### config.mk
export PLATFORM = sky130hd
export DESIGN_NAME = text_console_number_writer_top
export DESIGN_NICKNAME = d
export VERILOG_FILES = /design/src/tcnw_pkg.sv /design/src/tcnw_ctrl.sv /design/src/tcnw_dp.sv /design/src/text_console_number_writer_top.sv
export VERILOG_INCLUDE_DIRS = /design/src /design/src/src
export SDC_FILE = /design/constraint.sdc
export NUM_CORES = 1
export LEC_CHECK = 0
export BUFFER_PORTS_ARGS = -buffer_cell sky130_fd_sc_hd__buf_4
export CAP_MARGIN = 10
export CELL_PAD_IN_SITES_DETAIL_PLACEMENT = 0
export CELL_PAD_IN_SITES_GLOBAL_PLACEMENT = 2
export CORE_ASPECT_RATIO = 0.5
export CORE_UTILIZATION = 37
export DETAILED_ROUTE_END_ITERATION = 7
export PLACE_DENSITY = 0.81
export SETUP_SLACK_MARGIN = 0.1
export SLEW_MARGIN = 20
export SYNTH_ARGS = -nofsm -noshare
export SYNTH_HDL_FRONTEND = slang
export SYNTH_HIERARCHICAL = 1
export SYNTH_SLANG_ARGS = --single-unit
### constraint.sdc
create_clock -name clk -period 5.3 [get_ports clk]
set_input_delay 0.265 -clock clk [delete_from_list [all_inputs] [get_ports clk]]
set_output_delay 0.265 -clock clk [all_outputs]
set_load 0.01 [all_outputs]
### src/assert_macros.svh
// Assertion helpers shared by the console writer modules.
// Each macro expects signals named clk and rst_n in the module that uses it.
`ifndef ASSERT_MACROS_SVH
`define ASSERT_MACROS_SVH

// A property that must hold at every clock edge outside reset.
`define TCNW_ASSERT(lbl, prop, msg) \
    lbl: assert property (@(posedge clk) disable iff (!rst_n) (prop)) else $error(msg);

// A condition that must never be seen outside reset.
`define TCNW_ASSERT_NEVER(lbl, cond, msg) \
    `TCNW_ASSERT(lbl, !(cond), msg)

`endif

### src/tcnw_pkg.sv
`timescale 1ns / 1ps

package tcnw_pkg;

    // Default geometry and digit capacity.
    localparam int DEF_ROW_CELLS    = 80;
    localparam int DEF_SCREEN_CELLS = 2000;
    localparam int DEF_MAX_DIGITS   = 32;

    // Field widths fixed by the stream format.
    localparam int FUNC_W      = 2;
    localparam int CHAR_W      = 8;
    localparam int NUM_W       = 32;
    localparam int CELL_ADDR_W = 11;
    localparam int BASE_W      = 2;
    localparam int PAD_W       = 6;
    localparam int PADE_W      = 7;
    localparam int CFG_IDX_W   = 2;
    localparam int DIGIT_W     = 4;

    localparam int IN_DATA_W   = 40;
    localparam int OUT_DATA_W  = 24;

    // Item kinds carried in the input side-band.
    localparam logic [FUNC_W-1:0] FUNC_CHAR = 2'd0;
    localparam logic [FUNC_W-1:0] FUNC_NUM  = 2'd1;
    localparam logic [FUNC_W-1:0] FUNC_PTR  = 2'd2;

    // Number base selector codes; the two unnamed codes print hexadecimal.
    localparam logic [BASE_W-1:0] BASE_BIN = 2'd0;
    localparam logic [BASE_W-1:0] BASE_DEC = 2'd1;

    // Configuration register indexes.
    localparam logic [CFG_IDX_W-1:0] REG_BASE = 2'd0;
    localparam logic [CFG_IDX_W-1:0] REG_PAD  = 2'd1;

    // Control characters that only move the cursor.
    localparam logic [CHAR_W-1:0] CH_TAB = 8'h09;
    localparam logic [CHAR_W-1:0] CH_LF  = 8'h0A;
    localparam logic [CHAR_W-1:0] CH_CR  = 8'h0D;

    localparam int TAB_STOP   = 4;
    localparam int TAB_BITS   = $clog2(TAB_STOP);
    localparam int PTR_DIGITS = 8;

    // A 32-bit value never needs more than 32 digits in any supported base.
    localparam int CONV_DIGITS = 32;
    localparam int BCD_DIGITS  = 10;
    localparam int HEX_DIGITS  = NUM_W / DIGIT_W;
    localparam int DD_CNT_W    = $clog2(NUM_W);

    typedef struct packed {
        logic capture;
        logic dd_step;
        logic load_digits;
        logic emit_char;
        logic move_ctrl;
        logic emit_digit;
        logic skip_digit;
    } tcnw_cmd_t;

    typedef struct packed {
        logic [FUNC_W-1:0] func;
        logic              is_dec;
        logic              is_ctrl_char;
        logic              slot_free;
        logic              dd_done;
        logic              idx_zero;
        logic              skip_digit;
    } tcnw_stat_t;

    // Digit value to its upper-case glyph.
    function automatic logic [CHAR_W-1:0] digit_glyph(input logic [DIGIT_W-1:0] d);
        logic [CHAR_W-1:0] g;
        if (d < DIGIT_W'(10))
            g = 8'h30 + {4'b0000, d};
        else
            g = 8'h37 + {4'b0000, d};
        return g;
    endfunction

endpackage

### src/tcnw_ctrl.sv
`timescale 1ns / 1ps

module tcnw_ctrl
    import tcnw_pkg::*;
(
    input  logic       clk,
    input  logic       rst_n,
    input  logic       s_tvalid,
    output logic       s_tready,
    input  tcnw_stat_t stat,
    output tcnw_cmd_t  cmd
);

`include "assert_macros.svh"

    localparam logic [2:0] ST_IDLE = 3'd0;
    localparam logic [2:0] ST_DISP = 3'd1;
    localparam logic [2:0] ST_CHAR = 3'd2;
    localparam logic [2:0] ST_CONV = 3'd3;
    localparam logic [2:0] ST_LOAD = 3'd4;
    localparam logic [2:0] ST_EMIT = 3'd5;

    logic [2:0] state_reg;
    logic [2:0] state_next;

    assign s_tready = (state_reg == ST_IDLE);

    always_comb
    begin
        state_next = state_reg;
        cmd        = '0;
        case (state_reg)
            ST_IDLE:
            begin
                if (s_tvalid)
                begin
                    cmd.capture = 1'b1;
                    state_next  = ST_DISP;
                end
            end
            ST_DISP:
            begin
                case (stat.func)
                    FUNC_CHAR: state_next = ST_CHAR;
                    FUNC_NUM,
                    FUNC_PTR:  state_next = stat.is_dec ? ST_CONV : ST_LOAD;
                    default:   state_next = ST_IDLE;
                endcase
            end
            ST_CHAR:
            begin
                if (stat.is_ctrl_char)
                begin
                    cmd.move_ctrl = 1'b1;
                    state_next    = ST_IDLE;
                end
                else if (stat.slot_free)
                begin
                    cmd.emit_char = 1'b1;
                    state_next    = ST_IDLE;
                end
            end
            ST_CONV:
            begin
                cmd.dd_step = 1'b1;
                if (stat.dd_done)
                    state_next = ST_LOAD;
            end
            ST_LOAD:
            begin
                cmd.load_digits = 1'b1;
                state_next      = ST_EMIT;
            end
            ST_EMIT:
            begin
                if (stat.skip_digit)
                    cmd.skip_digit = 1'b1;
                else if (stat.slot_free)
                begin
                    cmd.emit_digit = 1'b1;
                    if (stat.idx_zero)
                        state_next = ST_IDLE;
                end
            end
            default:
            begin
                state_next = ST_IDLE;
            end
        endcase
    end

    always_ff @(posedge clk or negedge rst_n)
    begin
        if (!rst_n)
            state_reg <= ST_IDLE;
        else
            state_reg <= state_next;
    end

    `TCNW_ASSERT(a_cmd_onehot0, $onehot0(cmd), "more than one datapath command at once")
    `TCNW_ASSERT(a_conv_holds, (state_reg == ST_CONV && !stat.dd_done) |=> (state_reg == ST_CONV), "conversion left early")

endmodule

### src/tcnw_dp.sv
`timescale 1ns / 1ps

module tcnw_dp
    import tcnw_pkg::*;
#(
    parameter int ROW_CELLS    = DEF_ROW_CELLS,
    parameter int SCREEN_CELLS = DEF_SCREEN_CELLS,
    parameter int MAX_DIGITS   = DEF_MAX_DIGITS
)
(
    input  logic                   clk,
    input  logic                   rst_n,
    input  tcnw_cmd_t              cmd,
    output tcnw_stat_t             stat,
    input  logic [FUNC_W-1:0]      in_func,
    input  logic [CHAR_W-1:0]      in_char,
    input  logic [NUM_W-1:0]       in_number,
    input  logic                   cfg_we,
    input  logic [CFG_IDX_W-1:0]   cfg_index,
    input  logic [PAD_W-1:0]       cfg_data,
    output logic                   out_valid,
    input  logic                   out_ready,
    output logic [CELL_ADDR_W-1:0] out_addr,
    output logic [CHAR_W-1:0]      out_glyph,
    output logic                   out_last
);

`include "assert_macros.svh"

    localparam int CUR_W = $clog2(SCREEN_CELLS);
    localparam int COL_W = $clog2(ROW_CELLS);
    localparam int SUM_W = CUR_W + 9;
    localparam int IDX_W = $clog2(MAX_DIGITS);
    localparam int DIG_W = MAX_DIGITS * DIGIT_W;
    localparam int BCD_W = BCD_DIGITS * DIGIT_W;

    // Configuration.
    logic [BASE_W-1:0] base_reg;
    logic [PAD_W-1:0]  pad_reg;

    // Captured item.
    logic [FUNC_W-1:0] func_reg;
    logic [CHAR_W-1:0] char_reg;
    logic [NUM_W-1:0]  num_reg;
    logic              mode_dec_reg;
    logic              mode_bin_reg;
    logic [PADE_W-1:0] pad_eff_reg;

    // Binary to BCD conversion.
    logic [BCD_W-1:0]    bcd_reg;
    logic [BCD_W-1:0]    bcd_adj;
    logic [DD_CNT_W-1:0] dd_cnt_reg;

    // Digit shift line, most significant slot on top.
    logic [DIG_W-1:0]         digits_reg;
    logic [DIG_W-1:0]         digits_load;
    logic [IDX_W-1:0]         idx_reg;
    logic                     started_reg;
    logic [CONV_DIGITS-1:0]   ovf_bits;
    logic [DIGIT_W-1:0]       cand [CONV_DIGITS];
    logic [DIGIT_W-1:0]       top_digit;

    // Cursor and its column within the row.
    logic [CUR_W-1:0] cursor_reg;
    logic [CUR_W-1:0] cursor_next;
    logic [COL_W-1:0] col_reg;
    logic [COL_W-1:0] col_next;
    logic [SUM_W-1:0] adv_sum;
    logic [SUM_W-1:0] lf_sum;
    logic [SUM_W-1:0] tab_sum;
    logic [COL_W:0]   col_adv;
    logic [COL_W:0]   col_tab;
    logic [TAB_BITS:0] tab_step;

    // Output register.
    logic                   out_valid_reg;
    logic [CELL_ADDR_W-1:0] out_addr_reg;
    logic [CHAR_W-1:0]      out_glyph_reg;
    logic                   out_last_reg;
    logic                   slot_free;
    logic                   emit;

    assign slot_free = !out_valid_reg || out_ready;
    assign emit      = cmd.emit_char || cmd.emit_digit;
    assign top_digit = digits_reg[DIG_W-1 -: DIGIT_W];

    assign stat.func         = func_reg;
    assign stat.is_dec       = mode_dec_reg;
    assign stat.is_ctrl_char = (char_reg == CH_LF) || (char_reg == CH_TAB) || (char_reg == CH_CR);
    assign stat.slot_free    = slot_free;
    assign stat.dd_done      = (dd_cnt_reg == DD_CNT_W'(NUM_W - 1));
    assign stat.idx_zero     = (idx_reg == '0);
    assign stat.skip_digit   = !started_reg && (top_digit == '0)
                               && (PADE_W'(idx_reg) >= pad_eff_reg) && (idx_reg != '0);

    assign out_valid = out_valid_reg;
    assign out_addr  = out_addr_reg;
    assign out_glyph = out_glyph_reg;
    assign out_last  = out_last_reg;

    always_ff @(posedge clk or negedge rst_n)
    begin
        if (!rst_n)
        begin
            base_reg <= BASE_DEC;
            pad_reg  <= '0;
        end
        else if (cfg_we)
        begin
            case (cfg_index)
                REG_BASE: base_reg <= cfg_data[BASE_W-1:0];
                REG_PAD:  pad_reg  <= cfg_data;
                default:  ;
            endcase
        end
    end

    // Shift-add-3 adjustment of every BCD digit, then one bit shifted in.
    always_comb
    begin
        for (int i = 0; i < BCD_DIGITS; i++)
        begin
            if (bcd_reg[i*DIGIT_W +: DIGIT_W] >= DIGIT_W'(5))
                bcd_adj[i*DIGIT_W +: DIGIT_W] = bcd_reg[i*DIGIT_W +: DIGIT_W] + DIGIT_W'(3);
            else
                bcd_adj[i*DIGIT_W +: DIGIT_W] = bcd_reg[i*DIGIT_W +: DIGIT_W];
        end
    end

    // Digit candidates for the selected base, lowest digit first.
    always_comb
    begin
        for (int i = 0; i < CONV_DIGITS; i++)
        begin
            if (mode_bin_reg)
                cand[i] = {3'b000, num_reg[i]};
            else if (mode_dec_reg)
                cand[i] = (i < BCD_DIGITS) ? bcd_reg[(i % BCD_DIGITS)*DIGIT_W +: DIGIT_W] : '0;
            else
                cand[i] = (i < HEX_DIGITS) ? num_reg[(i % HEX_DIGITS)*DIGIT_W +: DIGIT_W] : '0;
            ovf_bits[i] = (i >= MAX_DIGITS) && (cand[i] != '0);
        end
        for (int j = 0; j < MAX_DIGITS; j++)
        begin
            if (j < CONV_DIGITS)
                digits_load[j*DIGIT_W +: DIGIT_W] = cand[j % CONV_DIGITS];
            else
                digits_load[j*DIGIT_W +: DIGIT_W] = '0;
        end
    end

    always_ff @(posedge clk)
    begin
        if (cmd.capture)
        begin
            func_reg     <= in_func;
            char_reg     <= in_char;
            num_reg      <= in_number;
            mode_dec_reg <= (in_func == FUNC_NUM) && (base_reg == BASE_DEC);
            mode_bin_reg <= (in_func == FUNC_NUM) && (base_reg == BASE_BIN);
            if (in_func == FUNC_PTR)
                pad_eff_reg <= PADE_W'(PTR_DIGITS);
            else if (PADE_W'(pad_reg) > PADE_W'(MAX_DIGITS))
                pad_eff_reg <= PADE_W'(MAX_DIGITS);
            else
                pad_eff_reg <= PADE_W'(pad_reg);
            bcd_reg      <= '0;
            dd_cnt_reg   <= '0;
        end
        else if (cmd.dd_step)
        begin
            bcd_reg    <= {bcd_adj[BCD_W-2:0], num_reg[NUM_W-1]};
            num_reg    <= {num_reg[NUM_W-2:0], 1'b0};
            dd_cnt_reg <= dd_cnt_reg + DD_CNT_W'(1);
        end
    end

    always_ff @(posedge clk)
    begin
        if (cmd.load_digits)
            digits_reg <= digits_load;
        else if (cmd.emit_digit || cmd.skip_digit)
            digits_reg <= {digits_reg[DIG_W-DIGIT_W-1:0], {DIGIT_W{1'b0}}};
    end

    always_ff @(posedge clk or negedge rst_n)
    begin
        if (!rst_n)
        begin
            idx_reg     <= '0;
            started_reg <= 1'b0;
        end
        else if (cmd.load_digits)
        begin
            idx_reg     <= IDX_W'(MAX_DIGITS - 1);
            started_reg <= |ovf_bits;
        end
        else if (cmd.emit_digit || cmd.skip_digit)
        begin
            idx_reg     <= idx_reg - IDX_W'(1);
            started_reg <= started_reg || cmd.emit_digit;
        end
    end

    // Cursor arithmetic. The column tracks cursor modulo the row width.
    always_comb
    begin
        adv_sum  = SUM_W'(cursor_reg) + SUM_W'(1);
        lf_sum   = SUM_W'(cursor_reg) + SUM_W'(ROW_CELLS) - SUM_W'(col_reg);
        tab_step = (TAB_BITS+1)'(TAB_STOP) - {1'b0, cursor_reg[TAB_BITS-1:0]};
        tab_sum  = SUM_W'(cursor_reg) + SUM_W'(tab_step);
        col_adv  = {1'b0, col_reg} + (COL_W+1)'(1);
        col_tab  = {1'b0, col_reg} + (COL_W+1)'(tab_step);
        if (col_tab >= (COL_W+1)'(ROW_CELLS))
            col_tab = col_tab - (COL_W+1)'(ROW_CELLS);

        cursor_next = cursor_reg;
        col_next    = col_reg;
        if (emit)
        begin
            if (adv_sum >= SUM_W'(SCREEN_CELLS))
            begin
                cursor_next = '0;
                col_next    = '0;
            end
            else
            begin
                cursor_next = CUR_W'(adv_sum);
                col_next    = (col_adv == (COL_W+1)'(ROW_CELLS)) ? '0 : COL_W'(col_adv);
            end
        end
        else if (cmd.move_ctrl)
        begin
            case (char_reg)
                CH_LF:
                begin
                    cursor_next = (lf_sum >= SUM_W'(SCREEN_CELLS)) ? '0 : CUR_W'(lf_sum);
                    col_next    = '0;
                end
                CH_TAB:
                begin
                    if (tab_sum >= SUM_W'(SCREEN_CELLS))
                    begin
                        cursor_next = '0;
                        col_next    = '0;
                    end
                    else
                    begin
                        cursor_next = CUR_W'(tab_sum);
                        col_next    = COL_W'(col_tab);
                    end
                end
                CH_CR:
                begin
                    cursor_next = cursor_reg - CUR_W'(col_reg);
                    col_next    = '0;
                end
                default:
                begin
                    cursor_next = cursor_reg;
                    col_next    = col_reg;
                end
            endcase
        end
    end

    always_ff @(posedge clk or negedge rst_n)
    begin
        if (!rst_n)
        begin
            cursor_reg    <= '0;
            col_reg       <= '0;
            out_valid_reg <= 1'b0;
        end
        else
        begin
            cursor_reg <= cursor_next;
            col_reg    <= col_next;
            if (emit)
                out_valid_reg <= 1'b1;
            else if (out_ready)
                out_valid_reg <= 1'b0;
        end
    end

    always_ff @(posedge clk)
    begin
        if (emit)
        begin
            out_addr_reg  <= CELL_ADDR_W'(cursor_reg);
            out_glyph_reg <= cmd.emit_char ? char_reg : digit_glyph(top_digit);
            out_last_reg  <= cmd.emit_char || (idx_reg == '0);
        end
    end

    `TCNW_ASSERT(a_cursor_range, {1'b0, cursor_reg} < (CUR_W+1)'(SCREEN_CELLS), "cursor past the screen")
    `TCNW_ASSERT(a_col_range, {1'b0, col_reg} < (COL_W+1)'(ROW_CELLS), "column past the row")
    `TCNW_ASSERT_NEVER(a_emit_busy, emit && !slot_free, "cell write while output register is full")

endmodule

### src/text_console_number_writer_top.sv
`timescale 1ns / 1ps
// Channel  | Direction | Beat contents
// s_axis   | in        | tdata: char_in, number; tuser: func
// m_axis   | out       | tdata: cell_address, glyph; tlast: last_write
// cfg      | in        | cfg_index selects the register, cfg_data carries the value
//
// A character passes the dispatch and character states before its cell write (or cursor move).
// A number passes dispatch, the binary to BCD converter (decimal only), a digit load and the digit scan;
// the digit scan covers one slot per cycle while the output register can take a beat.
// Reset is asynchronous and active low; it homes the cursor and restores base ten, no padding.
// A stalled output holds the current beat in the output register and holds back further digit writes.
// Input is taken only between items; a finished beat may wait while the next item enters.

module text_console_number_writer_top
    import tcnw_pkg::*;
#(
    parameter int ROW_CELLS    = DEF_ROW_CELLS,
    parameter int SCREEN_CELLS = DEF_SCREEN_CELLS,
    parameter int MAX_DIGITS   = DEF_MAX_DIGITS
)
(
    input  logic                  clk,
    input  logic                  rst_n,

    input  logic                  s_tvalid,
    output logic                  s_tready,
    input  logic [IN_DATA_W-1:0]  s_tdata,   // [7:0] char_in, [39:8] number
    input  logic [FUNC_W-1:0]     s_tuser,   // [1:0] func

    output logic                  m_tvalid,
    input  logic                  m_tready,
    output logic [OUT_DATA_W-1:0] m_tdata,   // [10:0] cell_address, [18:11] glyph, rest zero
    output logic                  m_tlast,   // last_write

    input  logic                  cfg_valid,
    output logic                  cfg_ready,
    input  logic [CFG_IDX_W-1:0]  cfg_index,
    input  logic [PAD_W-1:0]      cfg_data
);

    tcnw_cmd_t              cmd;
    tcnw_stat_t             stat;
    logic [CELL_ADDR_W-1:0] cell_addr;
    logic [CHAR_W-1:0]      glyph;

    // Registers are written whenever asked; users change them only while idle (not enforced).
    assign cfg_ready = 1'b1;

    // The sequencer owns the input handshake and steps the datapath with at most one command per cycle.
    tcnw_ctrl u_ctrl
    (
        .clk      (clk),
        .rst_n    (rst_n),
        .s_tvalid (s_tvalid),
        .s_tready (s_tready),
        .stat     (stat),
        .cmd      (cmd)
    );

    // The datapath holds the cursor, the configuration, the converter and the output register.
    tcnw_dp #(
        .ROW_CELLS    (ROW_CELLS),
        .SCREEN_CELLS (SCREEN_CELLS),
        .MAX_DIGITS   (MAX_DIGITS)
    ) u_dp
    (
        .clk       (clk),
        .rst_n     (rst_n),
        .cmd       (cmd),
        .stat      (stat),
        .in_func   (s_tuser),
        .in_char   (s_tdata[CHAR_W-1:0]),
        .in_number (s_tdata[CHAR_W +: NUM_W]),
        .cfg_we    (cfg_valid && cfg_ready),
        .cfg_index (cfg_index),
        .cfg_data  (cfg_data),
        .out_valid (m_tvalid),
        .out_ready (m_tready),
        .out_addr  (cell_addr),
        .out_glyph (glyph),
        .out_last  (m_tlast)
    );

    // Pack the output beat, lowest field first, zero-filled to whole bytes.
    assign m_tdata = {{(OUT_DATA_W - CELL_ADDR_W - CHAR_W){1'b0}}, glyph, cell_addr};

endmodule

==> impl_metrics.csv <==
group,metric,value,unit
synth,yosysUniqueCellTypes,76,
worst_setup_path,reg2regPathDepth,17,
pwr,powerDensity,581.0,mW/mm2
cts,cts_hold_buffers,46,
synth,ys.flop_type,"edfxtp_1",
timing,min_period_over_period,79.93,%
floorplan,die-area,0.04104,mm2
placement,routabilityCongestion,0.8480,
global_route,grt_pass1_vias,10320,
placement,port_buffers,76,
drt,vias,10540,
cts,cts_buffer_depth,3,
pwr,ir_drop,0.3238,mV
global_route,grt_overflow,0,
global_route,antenna_found_initial,0,
cts,clock_latency,0.57,ns
synth,async_reset_ff_share,12.90,%
drt,wire_per_inst,17.02,um
finish,n_fill_cell,3719,
drt,first_iter_violations,672,
timing,fin_crit,4.236,ns
worst_setup_path,cp.required,5.74,ns
drt,ant_nets,0,
drt,drc,0,
floorplan,core_area,0.03924,mm2
pwr,power.leakage,6.648,nW
timing,max_freq,236.1,MHz
synth,synth_area_per_cell,10.67,um2
global_route,grt_pass1_wl,55.55,mm
cts,cts_setup_buffers,0,
drt,first_pass_iters,5,
worst_hold_path,hold_depth,2,
status,status,"complete, no violations",
timing,fin_tns_setup,0,ns
synth,yosysSeqAreaShare,52.11,%
synth,synth_area,0.01487,mm2
worst_setup_path,critPathKind,"reg -> reg",
timing,worst_pin_slew,0.9640,ns
floorplan,rows,51,
synth,synthCells,1393,
timing,rsz0062_at_grt,"no",
cts,cts_tree,"built",
synth,synth_edf_count,198,
timing,setup_violations,0,
drt,wl,34.72,mm
worst_setup_path,end_kind,"flip-flop",
cts,htreeDepth,1,
worst_hold_path,hp-class,"in -> reg",
cts,cts_sinks,279,
finish,largest_reg_flops,128,
drt,vias_per_cell,5.165,
finish,areaGrowthSynthToFinish,16.16,%
floorplan,die_w,285.5,um
finish,drive_gt1_share,13.84,%
worst_setup_path,cp_max_fo,27,
timing,fin_skew,0.01841,ns
cts,path_clk_slew,0.07,ns
timing,slew_headroom,35.53,%
floorplan,chipHeight,143.8,um
timing,finalHoldViolations,0,
pwr,finalPower,0.01004,W
worst_setup_path,cp.arrival,4.68,ns
finish,antennaDiodeCount,0,
finish,final_nets,1619,
cts,cts_root_buffer,"clkbuf_16",
synth,synth_warnings,6,
cts,cts-resized-gates,0,
timing,drv_slew,0,
floorplan,start_util,37.89,%
global_route,grtUsageTotal,16.89,%
global_route,grt_max_degree,86,
placement,dp_hpwl,23.28,mm
run,drv_cap,0,
cts,cts_buffers,27,
floorplan,io_pins,83,
worst_setup_path,startpoint_type,"flip-flop",
synth,yosys_register_bits,279,
==> power breakdown <==
part           internal [W]  switching (W)  total [W]
combinational       0.00151        0.00233    0.00383
clock               0.00113       0.000873    0.00201
sequential          0.00369       0.000508    0.00420
==> placed cells by master (no fill, tap or decap), types with 27 or more instances in the layout <==
cell type	n
edfxtp_1	198
inv_1	120
nand2_1	88
nor2_1	87
buf_4	85
o21ai_0	85
nor2b_1	77
a21oi_1	76
ha_1	68
mux2_2	49
mux2i_1	48
dlygate4sd3_1	46
dfxtp_1	45
nand3_1	43
xnor2_1	36
dfrtp_1	35
o22ai_1	31
clkbuf_16	27
==> kinds of logic (layout without fill, tap and decap cells) <==
| logic type | count (synthesis) | count (layout) | synth area share (%) |
|---|---|---|---|
| other | 2 | 6 | 0.05051 |
| AOI/OAI and AO/OA | 280 | 280 | 11.42 |
| adders and majority gates | 75 | 75 | 6.664 |
| and+or+nand+nor | 410 | 410 | 14.10 |
| muxes | 98 | 98 | 7.043 |
| buffers and inverters | 194 | 307 | 5.368 |
| DFF | 279 | 279 | 52.11 |
| xor gates and xnor gates | 55 | 55 | 3.240 |
==> Yosys cell counts (all sizes together), types with 44 or more instances <==
master | number | share of area, %
edfxtp | 198 | 40
inv | 124 | 3.1
o21ai | 91 | 3.1
nor2 | 89 | 2.3
nand2 | 88 | 2.2
nor2b | 77 | 3.2
a21oi | 76 | 2.6
ha | 68 | 5.7
mux2 | 50 | 3.8
mux2i | 48 | 3.2
dfxtp | 45 | 6.1
clkbuf | 44 | 1.1
==> metal layers <==
metal,vias up,wire length (um),GRT usage [%]
met5,-,0,0
met3,43,1180,2.413
met1,5185,16080,22.41
met4,0,635,3.574
li1,5118,-,-
met2,191,16820,29.39
==> worst max-delay path: stages, from the launching register on <==
cell	delay (ns)
dfrtp_1	0.38
inv_1	0.13
ha_1	0.24
nand2b_1	0.14
a21oi_1	0.15
nor2b_1	0.06
o21ai_0	0.14
nand2b_1	0.07
a21oi_1	0.16
nor4_1	0.09
nor3_1	0.46
nor2_1	0.14
clkinv_1	0.06
buf_4	0.36
o21ai_0	0.23
a31oi_2	0.80
nand3_1	0.14
o311ai_0	0.36
==> final cells by class <==
cell class | count | area, um2 | area share (%)
Sequential cell | 279 | 7749 | 44.86
Clock buffer | 34 | 732.0 | 4.238
Clock inverter | 16 | 175.2 | 1.014
Inverter | 125 | 469.2 | 2.716
Tap cell | 530 | 663.1 | 3.839
Timing Repair Buffer | 132 | 1119 | 6.476
Multi-Input combinational cell | 924 | 6366 | 36.86
==> metrics by stage <==
| step | utilization [%] | setup WS [ns] | cell area [um2] | cells | hold slack (ns) |
|---|---|---|---|---|---|
| floorplan | - | 0.2033 | 14880 | 1397 | -0.03059 |
| global placement | 40.52 | 1.222 | 15900 | 1944 | 0.2815 |
| detailed placement | 40.52 | 1.090 | 15900 | 1944 | 0.2926 |
| CTS | 44.01 | 1.066 | 17270 | 2040 | 0.009368 |
| global route | 44.01 | 0.6302 | 17270 | 2040 | 0.01066 |
| finish | 44.01 | 1.064 | 17270 | 2040 | 0.03128 |
==> final timing paths <==
kind	startpoint	endpoint	slack (ns)
worst max-delay path	u_dp/idx_reg[0]	u_dp/col_reg[4]	1.06
max in group asynchronous	rst_n	u_dp/cursor_reg[9]	4.69
worst max register to register	u_dp/idx_reg[0]	u_dp/col_reg[4]	1.06
min in group asynchronous	rst_n	u_dp/base_reg[1]	0.22
worst min register to register	u_dp/bcd_reg[39]	u_dp/bcd_reg[39]	0.49
worst min-delay path	s_tdata[32]	u_dp/num_reg[24]	0.03
(Power assumes the default switching activity.)
